==> src/rtl/tgarle_pkg.sv <==
// Shared types and constants of the TGA run-length pixel decoder.
package tgarle_pkg;

  // Configuration register indexes
  localparam logic [2:0] CFG_IMAGE_WIDTH  = 3'd0;
  localparam logic [2:0] CFG_IMAGE_HEIGHT = 3'd1;
  localparam logic [2:0] CFG_FOUR_BYTE    = 3'd2;
  localparam logic [2:0] CFG_RLE_MODE     = 3'd3;
  localparam logic [2:0] CFG_TOP_DOWN     = 3'd4;

  localparam logic [15:0] MIN_WIDTH     = 16'd4;
  localparam logic [15:0] RESET_WIDTH   = 16'd4;
  localparam logic [15:0] RESET_HEIGHT  = 16'd1;
  localparam logic [7:0]  ALPHA_OPAQUE  = 8'hFF;
  localparam logic [1:0]  LAST_SLOT_BGR  = 2'd2;
  localparam logic [1:0]  LAST_SLOT_BGRA = 2'd3;

  typedef enum logic [0:0] {
    ST_IDLE,
    ST_PLACE
  } ctrl_state_t;

  // Commands from the controller to the datapath
  typedef struct packed {
    logic accept;    // take the input word this cycle
    logic emit;      // write the next segment to the output register
  } dp_cmd_t;

  // Status from the datapath to the controller
  typedef struct packed {
    logic ovr_now;   // input word falls past the image end
    logic pix_now;   // input word completes a pixel
    logic seg_last;  // current segment finishes the run
  } dp_sts_t;

  typedef struct packed {
    logic [15:0] x_start;
    logic [15:0] tex_row;
    logic [7:0]  seg_count;
    logic [7:0]  red;
    logic [7:0]  green;
    logic [7:0]  blue;
    logic [7:0]  alpha;
    logic        image_done;
    logic        overrun;
    logic        last_of_item;
  } seg_t;

endpackage

==> src/rtl/tgarle_ctrl.sv <==
// Controller: byte acceptance, segment sequencing and output word valid.
module tgarle_ctrl (
  input  logic                clk,
  input  logic                rst_n,
  input  logic                in_valid,
  output logic                in_stall,
  output logic                out_valid,
  input  logic                out_stall,
  output tgarle_pkg::dp_cmd_t cmd,
  input  tgarle_pkg::dp_sts_t sts
);

  tgarle_pkg::ctrl_state_t state_r, state_nxt;
  logic out_valid_r, out_valid_nxt;
  logic out_busy;
  logic out_load;

  assign out_busy = out_valid_r && out_stall;

  // Drive handshake and datapath commands
  always_comb begin
    in_stall   = 1'b1;
    cmd.accept = 1'b0;
    cmd.emit   = 1'b0;
    unique case (state_r)
      tgarle_pkg::ST_IDLE: begin
        in_stall   = out_busy;
        cmd.accept = in_valid && !out_busy;
      end
      tgarle_pkg::ST_PLACE: begin
        cmd.emit = !out_busy;
      end
      default: begin
        in_stall = 1'b1;
      end
    endcase
  end

  // Advance between byte intake and segment output
  always_comb begin
    state_nxt = state_r;
    unique case (state_r)
      tgarle_pkg::ST_IDLE: begin
        if (cmd.accept && sts.pix_now) state_nxt = tgarle_pkg::ST_PLACE;
      end
      tgarle_pkg::ST_PLACE: begin
        if (cmd.emit && sts.seg_last) state_nxt = tgarle_pkg::ST_IDLE;
      end
      default: state_nxt = tgarle_pkg::ST_IDLE;
    endcase
  end

  // Hold the output word until taken
  assign out_load = (cmd.accept && sts.ovr_now) || cmd.emit;

  always_comb begin
    if (out_load) begin
      out_valid_nxt = 1'b1;
    end else if (!out_stall) begin
      out_valid_nxt = 1'b0;
    end else begin
      out_valid_nxt = out_valid_r;
    end
  end

  always_ff @(posedge clk) begin
    if (!rst_n) begin
      state_r     <= tgarle_pkg::ST_IDLE;
      out_valid_r <= 1'b0;
    end else begin
      state_r     <= state_nxt;
      out_valid_r <= out_valid_nxt;
    end
  end

  assign out_valid = out_valid_r;

endmodule

==> src/rtl/tgarle_dp.sv <==
// Datapath: configuration, packet and pixel gathering, row placement, output word.
module tgarle_dp (
  input  logic                clk,
  input  logic                rst_n,
  input  logic                cfg_we,
  input  logic [2:0]          cfg_index,
  input  logic [15:0]         cfg_wdata,
  input  logic [7:0]          in_data_byte,
  input  logic                in_image_start,
  input  tgarle_pkg::dp_cmd_t cmd,
  output tgarle_pkg::dp_sts_t sts,
  output tgarle_pkg::seg_t    seg
);

  // Configuration registers
  logic [15:0] width_r, height_r;
  logic        four_r, rle_r, top_down_r;

  // Decoder state
  logic        exp_hdr_r, exp_hdr_nxt;
  logic        rep_r, rep_nxt;
  logic [7:0]  pleft_r, pleft_nxt;
  logic [1:0]  slot_r, slot_nxt;
  logic [23:0] gather_r, gather_nxt;
  logic [15:0] col_r, col_nxt;
  logic [15:0] rows_r, rows_nxt;

  // Pending run
  logic [7:0]  run_n_r, run_n_nxt;
  logic [7:0]  run_red_r, run_red_nxt;
  logic [7:0]  run_green_r, run_green_nxt;
  logic [7:0]  run_blue_r, run_blue_nxt;
  logic [7:0]  run_alpha_r, run_alpha_nxt;

  tgarle_pkg::seg_t seg_r, seg_nxt;

  // Intake view of the state, after an image restart
  logic        exp_hdr_c, rep_c;
  logic [7:0]  pleft_c;
  logic [1:0]  slot_c;
  logic [23:0] gather_c;
  logic [15:0] col_c, rows_c;
  logic        hdr_now;
  logic [1:0]  last_slot;
  logic [7:0]  pix_red, pix_alpha;

  // Placement of one segment
  logic [15:0] w_eff, col_e, rows_e, room, rows_inc, tex_row;
  logic        wrap, full, row_end, done;
  logic [7:0]  take, n_left;
  logic [16:0] col_sum;

  // Write configuration registers
  always_ff @(posedge clk) begin
    if (!rst_n) begin
      width_r    <= tgarle_pkg::RESET_WIDTH;
      height_r   <= tgarle_pkg::RESET_HEIGHT;
      four_r     <= 1'b0;
      rle_r      <= 1'b0;
      top_down_r <= 1'b0;
    end else if (cfg_we) begin
      unique case (cfg_index)
        tgarle_pkg::CFG_IMAGE_WIDTH:  width_r    <= cfg_wdata;
        tgarle_pkg::CFG_IMAGE_HEIGHT: height_r   <= cfg_wdata;
        tgarle_pkg::CFG_FOUR_BYTE:    four_r     <= cfg_wdata[0];
        tgarle_pkg::CFG_RLE_MODE:     rle_r      <= cfg_wdata[0];
        tgarle_pkg::CFG_TOP_DOWN:     top_down_r <= cfg_wdata[0];
        default: ;
      endcase
    end
  end

  // Clear decoder state on image start
  assign exp_hdr_c = in_image_start ? 1'b1  : exp_hdr_r;
  assign rep_c     = in_image_start ? 1'b0  : rep_r;
  assign pleft_c   = in_image_start ? 8'd0  : pleft_r;
  assign slot_c    = in_image_start ? 2'd0  : slot_r;
  assign gather_c  = in_image_start ? 24'd0 : gather_r;
  assign col_c     = in_image_start ? 16'd0 : col_r;
  assign rows_c    = in_image_start ? 16'd0 : rows_r;

  // Classify the input byte
  assign last_slot   = four_r ? tgarle_pkg::LAST_SLOT_BGRA : tgarle_pkg::LAST_SLOT_BGR;
  assign sts.ovr_now = rows_c >= height_r;
  assign hdr_now     = rle_r && exp_hdr_c;
  assign sts.pix_now = !sts.ovr_now && !hdr_now && (slot_c >= last_slot);
  assign pix_red     = four_r ? gather_c[23:16] : in_data_byte;
  assign pix_alpha   = four_r ? in_data_byte : tgarle_pkg::ALPHA_OPAQUE;

  // Split the run at the row edge
  assign w_eff    = (width_r < tgarle_pkg::MIN_WIDTH) ? tgarle_pkg::MIN_WIDTH : width_r;
  assign wrap     = col_r >= w_eff;
  assign col_e    = wrap ? 16'd0 : col_r;
  assign rows_e   = (wrap && (rows_r < height_r)) ? rows_r + 16'd1 : rows_r;
  assign full     = rows_e >= height_r;
  assign room     = w_eff - col_e;
  assign take     = ({8'd0, run_n_r} < room) ? run_n_r : room[7:0];
  assign col_sum  = {1'b0, col_e} + {9'd0, take};
  assign row_end  = col_sum == {1'b0, w_eff};
  assign rows_inc = rows_e + 16'd1;
  assign done     = row_end && (rows_inc >= height_r);
  assign tex_row  = top_down_r ? rows_e : height_r - 16'd1 - rows_e;
  assign n_left   = run_n_r - take;
  assign sts.seg_last = full || (n_left == 8'd0);

  // Next decoder and run state
  always_comb begin
    exp_hdr_nxt   = exp_hdr_r;
    rep_nxt       = rep_r;
    pleft_nxt     = pleft_r;
    slot_nxt      = slot_r;
    gather_nxt    = gather_r;
    col_nxt       = col_r;
    rows_nxt      = rows_r;
    run_n_nxt     = run_n_r;
    run_red_nxt   = run_red_r;
    run_green_nxt = run_green_r;
    run_blue_nxt  = run_blue_r;
    run_alpha_nxt = run_alpha_r;
    if (cmd.accept) begin
      exp_hdr_nxt = exp_hdr_c;
      rep_nxt     = rep_c;
      pleft_nxt   = pleft_c;
      slot_nxt    = slot_c;
      gather_nxt  = gather_c;
      col_nxt     = col_c;
      rows_nxt    = rows_c;
      if (!sts.ovr_now) begin
        if (hdr_now) begin
          // Packet header: repeat flag and count
          exp_hdr_nxt = 1'b0;
          rep_nxt     = in_data_byte[7];
          pleft_nxt   = {1'b0, in_data_byte[6:0]} + 8'd1;
          slot_nxt    = 2'd0;
          gather_nxt  = 24'd0;
        end else if (!sts.pix_now) begin
          // Gather one colour byte
          case (slot_c)
            2'd0:    gather_nxt[7:0]   = in_data_byte;
            2'd1:    gather_nxt[15:8]  = in_data_byte;
            2'd2:    gather_nxt[23:16] = in_data_byte;
            default: gather_nxt        = gather_c;
          endcase
          slot_nxt = slot_c + 2'd1;
        end else begin
          // Pixel complete: latch the run
          slot_nxt      = 2'd0;
          gather_nxt    = 24'd0;
          run_red_nxt   = pix_red;
          run_green_nxt = gather_c[15:8];
          run_blue_nxt  = gather_c[7:0];
          run_alpha_nxt = pix_alpha;
          run_n_nxt     = 8'd1;
          if (rle_r) begin
            if (rep_c) begin
              run_n_nxt   = (pleft_c == 8'd0) ? 8'd1 : pleft_c;
              pleft_nxt   = 8'd0;
              exp_hdr_nxt = 1'b1;
            end else begin
              if (pleft_c != 8'd0) pleft_nxt = pleft_c - 8'd1;
              if (pleft_c <= 8'd1) exp_hdr_nxt = 1'b1;
            end
          end
        end
      end
    end else if (cmd.emit) begin
      // Advance the row position past this segment
      col_nxt  = col_e;
      rows_nxt = rows_e;
      if (!full) begin
        col_nxt   = row_end ? 16'd0 : col_sum[15:0];
        rows_nxt  = row_end ? rows_inc : rows_e;
        run_n_nxt = n_left;
      end
    end
  end

  // Load the output word
  always_comb begin
    seg_nxt = seg_r;
    if (cmd.accept && sts.ovr_now) begin
      seg_nxt              = '0;
      seg_nxt.seg_count    = 8'd1;
      seg_nxt.overrun      = 1'b1;
      seg_nxt.last_of_item = 1'b1;
    end else if (cmd.emit) begin
      seg_nxt.red   = run_red_r;
      seg_nxt.green = run_green_r;
      seg_nxt.blue  = run_blue_r;
      seg_nxt.alpha = run_alpha_r;
      if (full) begin
        seg_nxt.x_start      = 16'd0;
        seg_nxt.tex_row      = 16'd0;
        seg_nxt.seg_count    = run_n_r;
        seg_nxt.image_done   = 1'b0;
        seg_nxt.overrun      = 1'b1;
        seg_nxt.last_of_item = 1'b1;
      end else begin
        seg_nxt.x_start      = col_e;
        seg_nxt.tex_row      = tex_row;
        seg_nxt.seg_count    = take;
        seg_nxt.image_done   = done;
        seg_nxt.overrun      = 1'b0;
        seg_nxt.last_of_item = sts.seg_last;
      end
    end
  end

  always_ff @(posedge clk) begin
    if (!rst_n) begin
      exp_hdr_r <= 1'b1;
      rep_r     <= 1'b0;
      pleft_r   <= 8'd0;
      slot_r    <= 2'd0;
      gather_r  <= 24'd0;
      col_r     <= 16'd0;
      rows_r    <= 16'd0;
    end else begin
      exp_hdr_r <= exp_hdr_nxt;
      rep_r     <= rep_nxt;
      pleft_r   <= pleft_nxt;
      slot_r    <= slot_nxt;
      gather_r  <= gather_nxt;
      col_r     <= col_nxt;
      rows_r    <= rows_nxt;
    end
  end

  // Run and output payload
  always_ff @(posedge clk) begin
    run_n_r     <= run_n_nxt;
    run_red_r   <= run_red_nxt;
    run_green_r <= run_green_nxt;
    run_blue_r  <= run_blue_nxt;
    run_alpha_r <= run_alpha_nxt;
    seg_r       <= seg_nxt;
  end

  assign seg = seg_r;

endmodule

==> src/rtl/tga_rle_pixel_decoder.sv <==
// A header or colour byte goes into the decoder registers; a byte past the image end
// shows its overrun word the next cycle; a pixel-completing byte is latched into the run
// registers, then its first segment enters the output register once that is not blocked.
// Throughput, when the output is free: 1 byte per cycle for header and colour bytes; a
// pixel-completing byte stalls input while the sequencer writes one row segment per cycle.
// Reset (rst_n low, synchronous): decoder cleared, width 4, height 1, other config bits 0.
module tga_rle_pixel_decoder (
  input  logic        clk,
  input  logic        rst_n,
  input  logic        cfg_valid,
  output logic        cfg_ready,
  input  logic [2:0]  cfg_index,
  input  logic [15:0] cfg_wdata,
  input  logic        in_valid,
  output logic        in_stall,
  input  logic [7:0]  in_data_byte,
  input  logic        in_image_start,
  output logic        out_valid,
  input  logic        out_stall,
  output logic [15:0] out_x_start,
  output logic [15:0] out_tex_row,
  output logic [7:0]  out_seg_count,
  output logic [7:0]  out_red,
  output logic [7:0]  out_green,
  output logic [7:0]  out_blue,
  output logic [7:0]  out_alpha,
  output logic        out_image_done,
  output logic        out_overrun,
  output logic        out_last_of_item
);

  tgarle_pkg::dp_cmd_t cmd;
  tgarle_pkg::dp_sts_t sts;
  tgarle_pkg::seg_t    seg;

  // Registers accept a word every cycle
  assign cfg_ready = 1'b1;

  tgarle_ctrl u_ctrl (
    .clk       (clk),
    .rst_n     (rst_n),
    .in_valid  (in_valid),
    .in_stall  (in_stall),
    .out_valid (out_valid),
    .out_stall (out_stall),
    .cmd       (cmd),
    .sts       (sts)
  );

  tgarle_dp u_dp (
    .clk            (clk),
    .rst_n          (rst_n),
    .cfg_we         (cfg_valid),
    .cfg_index      (cfg_index),
    .cfg_wdata      (cfg_wdata),
    .in_data_byte   (in_data_byte),
    .in_image_start (in_image_start),
    .cmd            (cmd),
    .sts            (sts),
    .seg            (seg)
  );

  // Unpack the output word
  assign out_x_start      = seg.x_start;
  assign out_tex_row      = seg.tex_row;
  assign out_seg_count    = seg.seg_count;
  assign out_red          = seg.red;
  assign out_green        = seg.green;
  assign out_blue         = seg.blue;
  assign out_alpha        = seg.alpha;
  assign out_image_done   = seg.image_done;
  assign out_overrun      = seg.overrun;
  assign out_last_of_item = seg.last_of_item;

`ifndef ASSERT_OFF
  // No byte taken while a finished word is stuck at the output
  a_no_accept_when_blocked: assert property (@(posedge clk) disable iff (!rst_n)
    (in_valid && !in_stall) |-> !(out_valid && out_stall))
    else $error("byte accepted while output word blocked");

  // A dropped byte yields a single overrun word next cycle
  a_overrun_word: assert property (@(posedge clk) disable iff (!rst_n)
    (cmd.accept && sts.ovr_now) |=> (out_valid && out_overrun && out_last_of_item))
    else $error("dropped byte did not produce overrun word");

  // Every delivered word carries at least one pixel
  a_count_nonzero: assert property (@(posedge clk) disable iff (!rst_n)
    out_valid |-> (out_seg_count != 8'd0))
    else $error("segment with zero count");

  // The closing segment of an image is never an overrun
  a_done_not_overrun: assert property (@(posedge clk) disable iff (!rst_n)
    (out_valid && out_image_done) |-> !out_overrun)
    else $error("image_done set on overrun word");
`endif

endmodule

==> config.mk <==
export PLATFORM = sky130hd
export DESIGN_NAME = tga_rle_pixel_decoder
export DESIGN_NICKNAME = d
export VERILOG_FILES = /design/src/rtl/tgarle_pkg.sv /design/src/rtl/tgarle_ctrl.sv /design/src/rtl/tgarle_dp.sv /design/src/rtl/tga_rle_pixel_decoder.sv
export SDC_FILE = /design/constraint.sdc
export NUM_CORES = 1
export LEC_CHECK = 0
export BUFFER_PORTS_ARGS = -buffer_cell sky130_fd_sc_hd__buf_4
export CORE_UTILIZATION = 45
export CTS_CLUSTER_DIAMETER = 50
export DETAILED_ROUTE_END_ITERATION = 10
export GPL_TIMING_DRIVEN = 0
export SYNTH_ARGS = -nofsm -noshare
export SYNTH_HDL_FRONTEND = slang
export SYNTH_SLANG_ARGS = --single-unit
==> constraint.sdc <==
create_clock -name clk -period 8.5 [get_ports clk]
set_input_delay 1.275 -clock clk [delete_from_list [all_inputs] [get_ports clk]]
set_output_delay 1.275 -clock clk [all_outputs]
set_load 0.02 [all_outputs]
; Yosys cells after proc, flatten, opt, wreduce, memory -nomap -nowiden
; Cells that the tools add are included.
[op_classes]
n_bitwise = 3
n_reduce_logical = 29
n_eq_ne = 13
n_mux = 64
add_sub_neg = 10
magnitude_cmp = 9
[op_table]
columns = operator, n
row1 = 2-to-1 mux 16 bit, 14
row2 = 2-to-1 mux 8 bit, 21
row3 = 2-to-1 mux 24 bit, 4
row4 = greater-or-equal comparator 16 bit, 4
row5 = 2-to-1 mux 40 bit, 1
row6 = "adder 16 x 1 -> 16 bit, second input constant", 2
row7 = subtractor 16 bit, 2
row8 = 2-to-1 mux 1 bit, 18
row9 = adder 16 x 8 -> 17 bit, 1
row10 = == test 17 x 16 -> 1 bit, 1
row11 = zero test 8 bit, 2
row12 = less-than comparator 16 bit, 1
row13 = "less-than comparator 16 x 3 -> 1 bit, second input constant", 1
row14 = less-than comparator 8 x 16 -> 1 bit, 1
row15 = "subtractor 16 x 1 -> 16 bit, second input constant", 1
row16 = AND reduction 2 bit, 6
row17 = logical AND 1 bit, 10
row18 = "inequality test 2 bit, second input constant", 5
row19 = "adder 7 x 1 -> 8 bit, second input constant", 1
row20 = "<= comparator 8 x 1 -> 1 bit, second input constant", 1
row21 = 2-to-1 mux 2 bit, 4
row22 = nonzero test 8 bit, 1
row23 = "subtractor 8 x 1 -> 8 bit, second input constant", 1
row24 = subtractor 8 bit, 1
row25 = 18 further kinds, 24
[totals]
in_bits = 33
output_inout_bits = 78
ff_bits = 220
word_cells = 157

; Logic depth before layout (Yosys ltp)
; Gate-level depths: netlist (run 1).
[depth]
ltp_word = 13
mapped_depth = 51
ltp_nobuf = 45

; By module
; From an unflattened synthesis (run 1), not the netlist that was laid out.
[unflattened]
hier_cells = 1823
area_unflattened_um2 = 15040.7
[modules_own_cells]
columns = mod, cells_each, seq_area_each_um2, area_each_um2, instances
row1 = tgarle_dp, 1809, 4764.6, 14933.1, 1
row2 = tgarle_ctrl, 12, 40.0, 96.3, 1
row3 = tga_rle_pixel_decoder, 2, 0.0, 11.3, 1

; Least setup slack after synthesis (run 1)
; OpenSTA, ideal clock, no wires.
[synth_path]
kind = reg2reg
from = reg u_dp.width_r[7]
to = reg u_dp.rows_r[4]
required_time_ns = 8.370
stages_incl_launch_ff = 46
slack_ns = -0.816
n_path_buf = 6
setup_time_ns = 0.130
period_less_slack_ns = 9.316
t_arrival_ns = 9.187
path_cell_list = dfxtp_1 clkbuf_1 nor4_1 nand4_1 nand2_1 inv_1 ha_1 nand2b_1 a2111oi_2 o211ai_1 a21oi_2 clkbuf_1 and2_1 ha_1 inv_1 fa_1 a211oi_1 nor2_1 [... 10 more ...] fa_1 a21oi_1 nor2_1 nor2_1 o21bai_1 a21o_1 a21oi_1 a21o_1 mux2i_1 nand2_1 mux2_2 nand4_1 nor4b_4 nand3_2 buf_6 buf_2 o2111ai_1 o211ai_1
[synth_via]
elab_chain_cells = 13
elab_cells_between_ends = 17
cone_classes = 3 x add/sub / 4 x order compare / 1 x eq/ne / 8 x mux / 1 x reduce/logical
[synth_lines]
columns = element, line
row1 = "start, declared", tgarle_dp.sv:16  ; logic [15:0] width_r, height_r;
row2 = "start signal, assigned", tgarle_dp.sv:56  ; width_r <= tgarle_pkg::RESET_WIDTH;
row3 = "start signal, assigned", tgarle_dp.sv:63  ; tgarle_pkg::CFG_IMAGE_WIDTH: width_r <= cfg_wdata;
row4 = less-than comparator 16 x 3 -> 1 bit, tgarle_dp.sv:91  ; assign w_eff = (width_r < tgarle_pkg::MIN_WIDTH) ? tgarle_pkg::MIN_WIDTH : width_r;
row5 = 2-to-1 mux 16 bit (*), tgarle_dp.sv:91
row6 = greater-or-equal comparator 16 bit, tgarle_dp.sv:92  ; assign wrap = col_r >= w_eff;
row7 = 2-to-1 mux 16 bit, tgarle_dp.sv:93  ; assign col_e = wrap ? 16'd0 : col_r;
row8 = subtractor 16 bit, tgarle_dp.sv:96  ; assign room = w_eff - col_e;
row9 = less-than comparator 8 x 16 -> 1 bit, tgarle_dp.sv:97  ; assign take = ({8'd0, run_n_r} < room) ? run_n_r : room[7:0];
row10 = 2-to-1 mux 8 bit, tgarle_dp.sv:97
row11 = adder 16 x 8 -> 17 bit, tgarle_dp.sv:98  ; assign col_sum = {1'b0, col_e} + {9'd0, take};
row12 = == test 17 x 16 -> 1 bit, tgarle_dp.sv:99  ; assign row_end = col_sum == {1'b0, w_eff};
row13 = 2-to-1 mux 16 bit, tgarle_dp.sv:172  ; rows_nxt = row_end ? rows_inc : rows_e;
row14 = 2-to-1 mux 16 bit (*), tgarle_dp.sv:170  ; if (!full) begin
row15 = 2-to-1 mux 16 bit (*), tgarle_dp.sv:166  ; end else if (cmd.emit) begin
row16 = 2-to-1 mux 16 bit (*), tgarle_dp.sv:120  ; if (cmd.accept) begin
row17 = "end signal, assigned", tgarle_dp.sv:225  ; rows_r <= rows_nxt;
row18 = "end, declared", tgarle_dp.sv:26  ; logic [15:0] rows_r, rows_nxt;
; Every way passes the cells marked *; elsewhere a longest branch is shown, timed or not. The select of a mux whose other input is x is not followed.
; A chain may end at the register's enable or synchronous reset.

; Worst setup path after layout (run 1)
[layout_path]
from = reg u_dp.width_r[11]
to = reg u_dp.rows_r[0]
; Same word-level chain as after synthesis.

==> flow_summary.toml, run 1 <==
[critical_path]
slowest_stage = "or4b_4"
endpoint_kind = "register"
crit_path_start_kind = "register"
slowest_delay_ns = 0.47
reg2regPathDepth = 45
critical_path.max_fanout = 5
critPathKind = "register to register"
cp.arrival_ns = 9.66
critPathRequiredTime_ns = 8.96

[synthesis]
avgSynthCellArea_um2 = 8.104
yosysSeqAreaShare_pct = 32.42
synthCells = 1829
synth_area_um2 = 14820
synth-main-ff-cell = "dfxtp_1"
synth_edf_count = 40
async_flop_share_pct = 0
yosys.cell_types.count = 90
ys_ff_latch = 220
syn_nets = 2006
yosysWarningCount = 0

[placed_design]
hpwl_um = 38840
place.gp.congestion = 0.9206
numPortBuffers = 108

[sta]
rsz0062_at_grt = "true"
finalClockSkew_ns = 0.02794
slew_headroom_pct = 9.606
maxSlewViolCount = 0
max_freq_mhz = 108.7
setup_viol = 33
finalCritPeriodShare_pct = 108.2
finalHoldViolations = 0
fin_setup_tns_ns = -18.23
fin_hold_ws_ns = 0.4538
worstMarginPinSlew_ns = 1.354
worst_slack_ns = -0.7008
fin_crit_ns = 9.201

[cts]
clkTransAtPathRegs_ns = 0.06
cts_tree = "yes"
cts_buffer_depth = 3
clkLatencyLatePin_ns = 0.53
cts_root_buffer = "clkbuf_16"
cts-buffers-inserted = 36
clock-sinks = 220
ctsHtreeMaxLevel = 2

[floorplanning]
start_util_pct = 45.67
die_area_um2 = 33670
die_x_um = 183.5
coreArea_um2 = 32450
ios = 111
die_h_um = 183.5
rows = 66

[route]
wirelength_um = 51850
dr.pass1.iters = 5
drc = 0
vias = 14390
drt-initial-drc-count = 1138
viasPerCell = 5.783
antenna_left = 0
wl_per_cell_um = 20.83

[finish]
layout_commonest_cell = "nand2_1"
fillers = 3095
regArea_um2 = 4825
drive_above_1_share_pct = 17.20
multi_input_area_um2 = 9753
antenna_cells = 0
nNetsFinal = 2196
layout_common_cells = "nand2_1, dfxtp_1, a21oi_1"
syn2layout_area_growth_pct = 24.72

[power]
power.total_mw = 3.194
ir_worst_vdd_mv = 0.1241
power_density_nw_per_um2 = 172.8
p_leak_nw = 7.513

[global_route]
grt_pass1_wl_um = 79490
antenna_found_initial = 0
grt_max_degree = 33
grt_overflow = 0
grt_usage_pct = 30.77
grt_pass1_vias = 13740

[min_path]
min_path_cells = 2
worstHoldPathType = "register to register"

[flow_run]
drv_cap = 0

[outcome]
status = "complete, but fails checks"
violations = "setup timing"
==> worst paths after layout <==
| check | slack [ns] | start | end |
|---|---|---|---|
| max | -0.70 | u_dp.width_r[11] | u_dp.rows_r[0] |
| min reg2reg | 0.45 | u_dp.gather_r[20] | u_dp.gather_r[20] |
| max reg2reg | -0.70 | u_dp.width_r[11] | u_dp.rows_r[0] |
| min | 0.45 | u_dp.gather_r[20] | u_dp.gather_r[20] |
==> final cells by class <==
cell class                      instances  area share (%)
Clock inverter                         27           1.333
Timing Repair Buffer                  156           6.687
Sequential cell                       220           26.10
Clock buffer                           39           5.043
Tap cell                              442           2.992
Inverter                              113           2.295
Multi-Input combinational cell       1384           52.76
Buffer                                108           2.789
==> Yosys cell counts, types with 40 or more instances <==
cell,count,share of area (%)
a21oi_1,163,5.5
edfxtp_1,40,8.1
ha_1,140,12
o21ai_0,61,2.1
nor2b_1,40,1.7
nor2_1,136,3.4
nand2_1,260,6.6
inv_1,112,2.8
nand3_1,54,1.8
xnor2_1,72,4.3
dfxtp_1,180,24
clkbuf_1,102,2.6
==> flip-flops by register name, summed over array words and instances (netlist names), 2 cells and up <==
name              count
u_dp.slot_r           2
u_dp.run_alpha_r      8
u_dp.seg             75
u_dp.height_r        16
u_dp.run_n_r          8
u_dp.col_r           16
u_dp.run_blue_r       8
u_dp.run_red_r        8
u_dp.run_green_r      8
u_dp.width_r         16
u_dp.pleft_r          8
u_dp.gather_r        24
u_dp.rows_r          16
==> what timing repair did <==
item / CTS / global route
hold buffers: 0 / 0
setup endpoints to repair: 39 / 55
resized for setup: 80 / 39
setup buffers: 37 / 8
cloned: 4 / 0
pin swaps: 55 / 53
==> per-layer routing <==
metal | wire, µm | GRT usage (%) | share of wire, % | up-vias
li1 | - | - | - | 6875
met1 | 23680 | 42.76 | 46 | 6963
met2 | 23100 | 47.80 | 45 | 447
met3 | 2869 | 4.021 | 5.5 | 108
met4 | 2206 | 13.00 | 4.3 | 0
met5 | 0 | 0 | 0 | -
==> where the power goes <==
part           switching [mW]  leakage (nW)  internal (mW)
sequential             0.0359          1.85           1.11
clock                   0.593         0.573          0.827
combinational           0.363          5.09          0.261
total                   0.992          7.51           2.20
==> kinds of logic after synthesis <==
kind of cell               after synthesis  share of synthesized area (%)
and+or+nand+nor                        637                          20.23
adders and majority gates              144                          12.36
DFF                                    220                          32.42
xor gates and xnor gates                92                          5.436
AOI/OAI and AO/OA                      482                          21.70
buffers and inverters                  225                          5.833
other                                    1                        0.02530
muxes                                   28                          2.001
==> worst max-delay path: cells and delay by family, from the launching register on <==
kind,cells,cell delay (ns)
AOI/OAI and AO/OA,15,3.54
DFF,1,0.38
buffers and inverters,8,1.07
and+or+nand+nor,15,2.62
adders and majority gates,5,1.26
muxes,2,0.22
==> through the flow <==
| stage | cells | utilization, % | worst slack (ns) | instance area (µm²) |
|---|---|---|---|---|
| finish | 2489 | 56.96 | -0.7008 | 18490 |
| global route | 2489 | 56.96 | -1.141 | 18490 |
| CTS | 2483 | 56.37 | -0.7220 | 18300 |
| detailed placement | 2379 | 50.49 | -2.363 | 16390 |
| global placement | 2379 | 50.49 | -2.224 | 16390 |
| floorplan | 1829 | - | -0.1254 | 15020 |
No activity file was read; power rests on OpenSTA's default activity.
==> run 2: changes to the inputs <==
--- a/config.mk
+++ b/config.mk
@@ -6,6 +6,7 @@
 export NUM_CORES = 1
 export LEC_CHECK = 0
 export BUFFER_PORTS_ARGS = -buffer_cell sky130_fd_sc_hd__buf_4
+export CORE_ASPECT_RATIO = 1.25
 export CORE_UTILIZATION = 45
 export CTS_CLUSTER_DIAMETER = 50
 export DETAILED_ROUTE_END_ITERATION = 10
==> run 2 against run 1 <==
Compared with the run above:
- the flow still finishes with violations (setup timing)
- fmax shrank 3.3%
- core utilization is 0.58 points higher
- routed wire length up 3.7%
- die area about the same
- count of clock-buffer cells in the layout down 6
- first-iteration DRC count rose by 4.3%
- power is 1.8% lower
- flip-flop and latch count stayed put
- sequential power barely moved
- register-to-register slack worse by 0.32 ns
- via count increased by 0.75%
==> flow_summary.toml, run 2 (synthesis results as in run 1) <==
[outcome]
status = "complete, but fails checks"
violations = "setup timing"

[critical_path]
slowest_delay_ns = 0.47
endpoint_kind = "register"
r2r-start = "u_dp.width_r[15]"
critPathRequiredTime_ns = 8.95
startpoint = "u_dp.width_r[15]"
critPathKind = "register to register"
cp.arrival_ns = 9.96
critical_path.max_fanout = 6
slowest_stage = "nor4b_4"
crit_path_start_kind = "register"

[cts]
ctsHtreeMaxLevel = 1
cts_buffer_depth = 3
clock-sinks = 220
cts-buffers-inserted = 31
clkTransAtPathRegs_ns = 0.06
ctsHoldBuffers = 0
cts_tree = "yes"
cts_root_buffer = "clkbuf_16"
clkLatencyLatePin_ns = 0.60

[sta]
worst_slack_ns = -1.017
worstMarginPinSlew_ns = 1.080
max_freq_mhz = 105.1
finalHoldViolations = 0
finalCritPeriodShare_pct = 112.0
fin_crit_ns = 9.517
slew_headroom_pct = 27.99
rsz0062_at_grt = "true"
finalClockSkew_ns = 0.01886
fin_hold_ws_ns = 0.4549
maxSlewViolCount = 0
setup_viol = 35

[route]
drc = 0
wirelength_um = 53770
drt-initial-drc-count = 1187
antenna_left = 0
vias = 14500
wl_per_cell_um = 21.80
viasPerCell = 5.880
dr.pass1.iters = 5

[flow_run]
drv_cap = 0

[floorplanning]
start_util_pct = 46.10
coreArea_um2 = 32150
rows = 73
ios = 111
die_x_um = 164.3
die_area_um2 = 33670
die_h_um = 204.9

[global_route]
grt_pass1_wl_um = 81360
grt_usage_pct = 31.89
grt_pass1_vias = 14230
antenna_found_initial = 0
grt_max_degree = 33
grt_overflow = 0

[power]
p_leak_nw = 7.546
power.total_mw = 3.137
ir_worst_vdd_mv = 0.1696
power_density_nw_per_um2 = 169.6

[finish]
syn2layout_area_growth_pct = 24.80
nNetsFinal = 2205
fillers = 3000
layout_common_cells = "nand2_1, dfxtp_1, buf_4"
fin_cells = 2466
layout_commonest_cell = "nand2_1"
largest_reg_flops = 75
drive_above_1_share_pct = 18.12
regArea_um2 = 4827
multi_input_area_um2 = 9762

[min_path]
worstHoldPathType = "register to register"
min_from = "u_dp.gather_r[22]"

[placed_design]
place.gp.congestion = 0.9204
hpwl_um = 39510
numPortBuffers = 108
dp_cells = 2349
[run 2: changes by cell type in the layout (fill, tap and decap cells not counted), moves of 3 or more]
cell and delta:
buf_4 +11, clkbuf_16 -5, dfxtp_1 -6, dfxtp_2 +8, inv_1 -3, o21ai_0 -7
o21ai_2 +6
[run 2: area by class of cell]
cell class              instances  area share (%)
diodes                          1         0.01353
plain buffers                 110           2.854
clock buffers                  33           4.343
clock inverters                25           1.522
inverters                     113           2.293
multi-input cells            1384           52.77
flip-flops and latches        220           26.10
well taps                     412           2.787
repair buffers                168           7.319
[run 2: path summary, 6_finish.rpt]
kind	depth (start not counted)	slack [ns]	end
setup / recovery	49	-1.02	u_dp.rows_r[4]
hold / removal	2	0.45	u_dp.gather_r[22]
setup reg to reg	49	-1.02	u_dp.rows_r[4]
hold reg to reg	2	0.45	u_dp.gather_r[22]
[run 2: critical path, delay by kind of cell (launching register included)]
| family | cells | cell delay, ns |
|---|---|---|
| AO/OA/AOI/OAI | 17 | 3.31 |
| flip-flops | 1 | 0.35 |
| AND/OR/NAND/NOR | 15 | 2.78 |
| XOR/XNOR | 1 | 0.15 |
| adder cells (fa/ha/maj) | 6 | 1.46 |
| multiplexers | 2 | 0.25 |
| buffers and inverters | 8 | 1.04 |
[run 2: through the flow]
step	util, %	instance area [µm²]	setup slack [ns]	setup TNS [ns]
global route	57.53	18500	-1.295	-38.31
CTS	56.89	18290	-1.063	-30.08
finish	57.53	18500	-1.017	-28.63
floorplan	-	15020	-0.1254	-0.9968
global placement	50.85	16350	-3.065	-103.92
detailed placement	50.85	16350	-3.072	-103.63
[run 2: layer usage]
metal	part of all wire, %	global-route usage [%]	up-vias
met2	48	53.83	473
li1	-	-	6890
met1	41	39.19	6987
met3	5.9	4.454	151
met5	0	0	-
met4	4.8	16.37	0
[run 2: power breakdown]
group | internal [mW] | switching, mW | leakage, nW
Clock | 0.775 | 0.582 | 0.529
Combinational | 0.260 | 0.372 | 5.16
Sequential | 1.11 | 0.0341 | 1.85
[run 2: timing repair]
| item | in CTS | in global routing |
|---|---|---|
| pin swaps | 67 | 44 |
| gates cloned | 4 | 0 |
| gates resized for setup | 92 | 52 |
| setup endpoints to repair | 52 | 66 |
| buffers inserted | 48 | 10 |
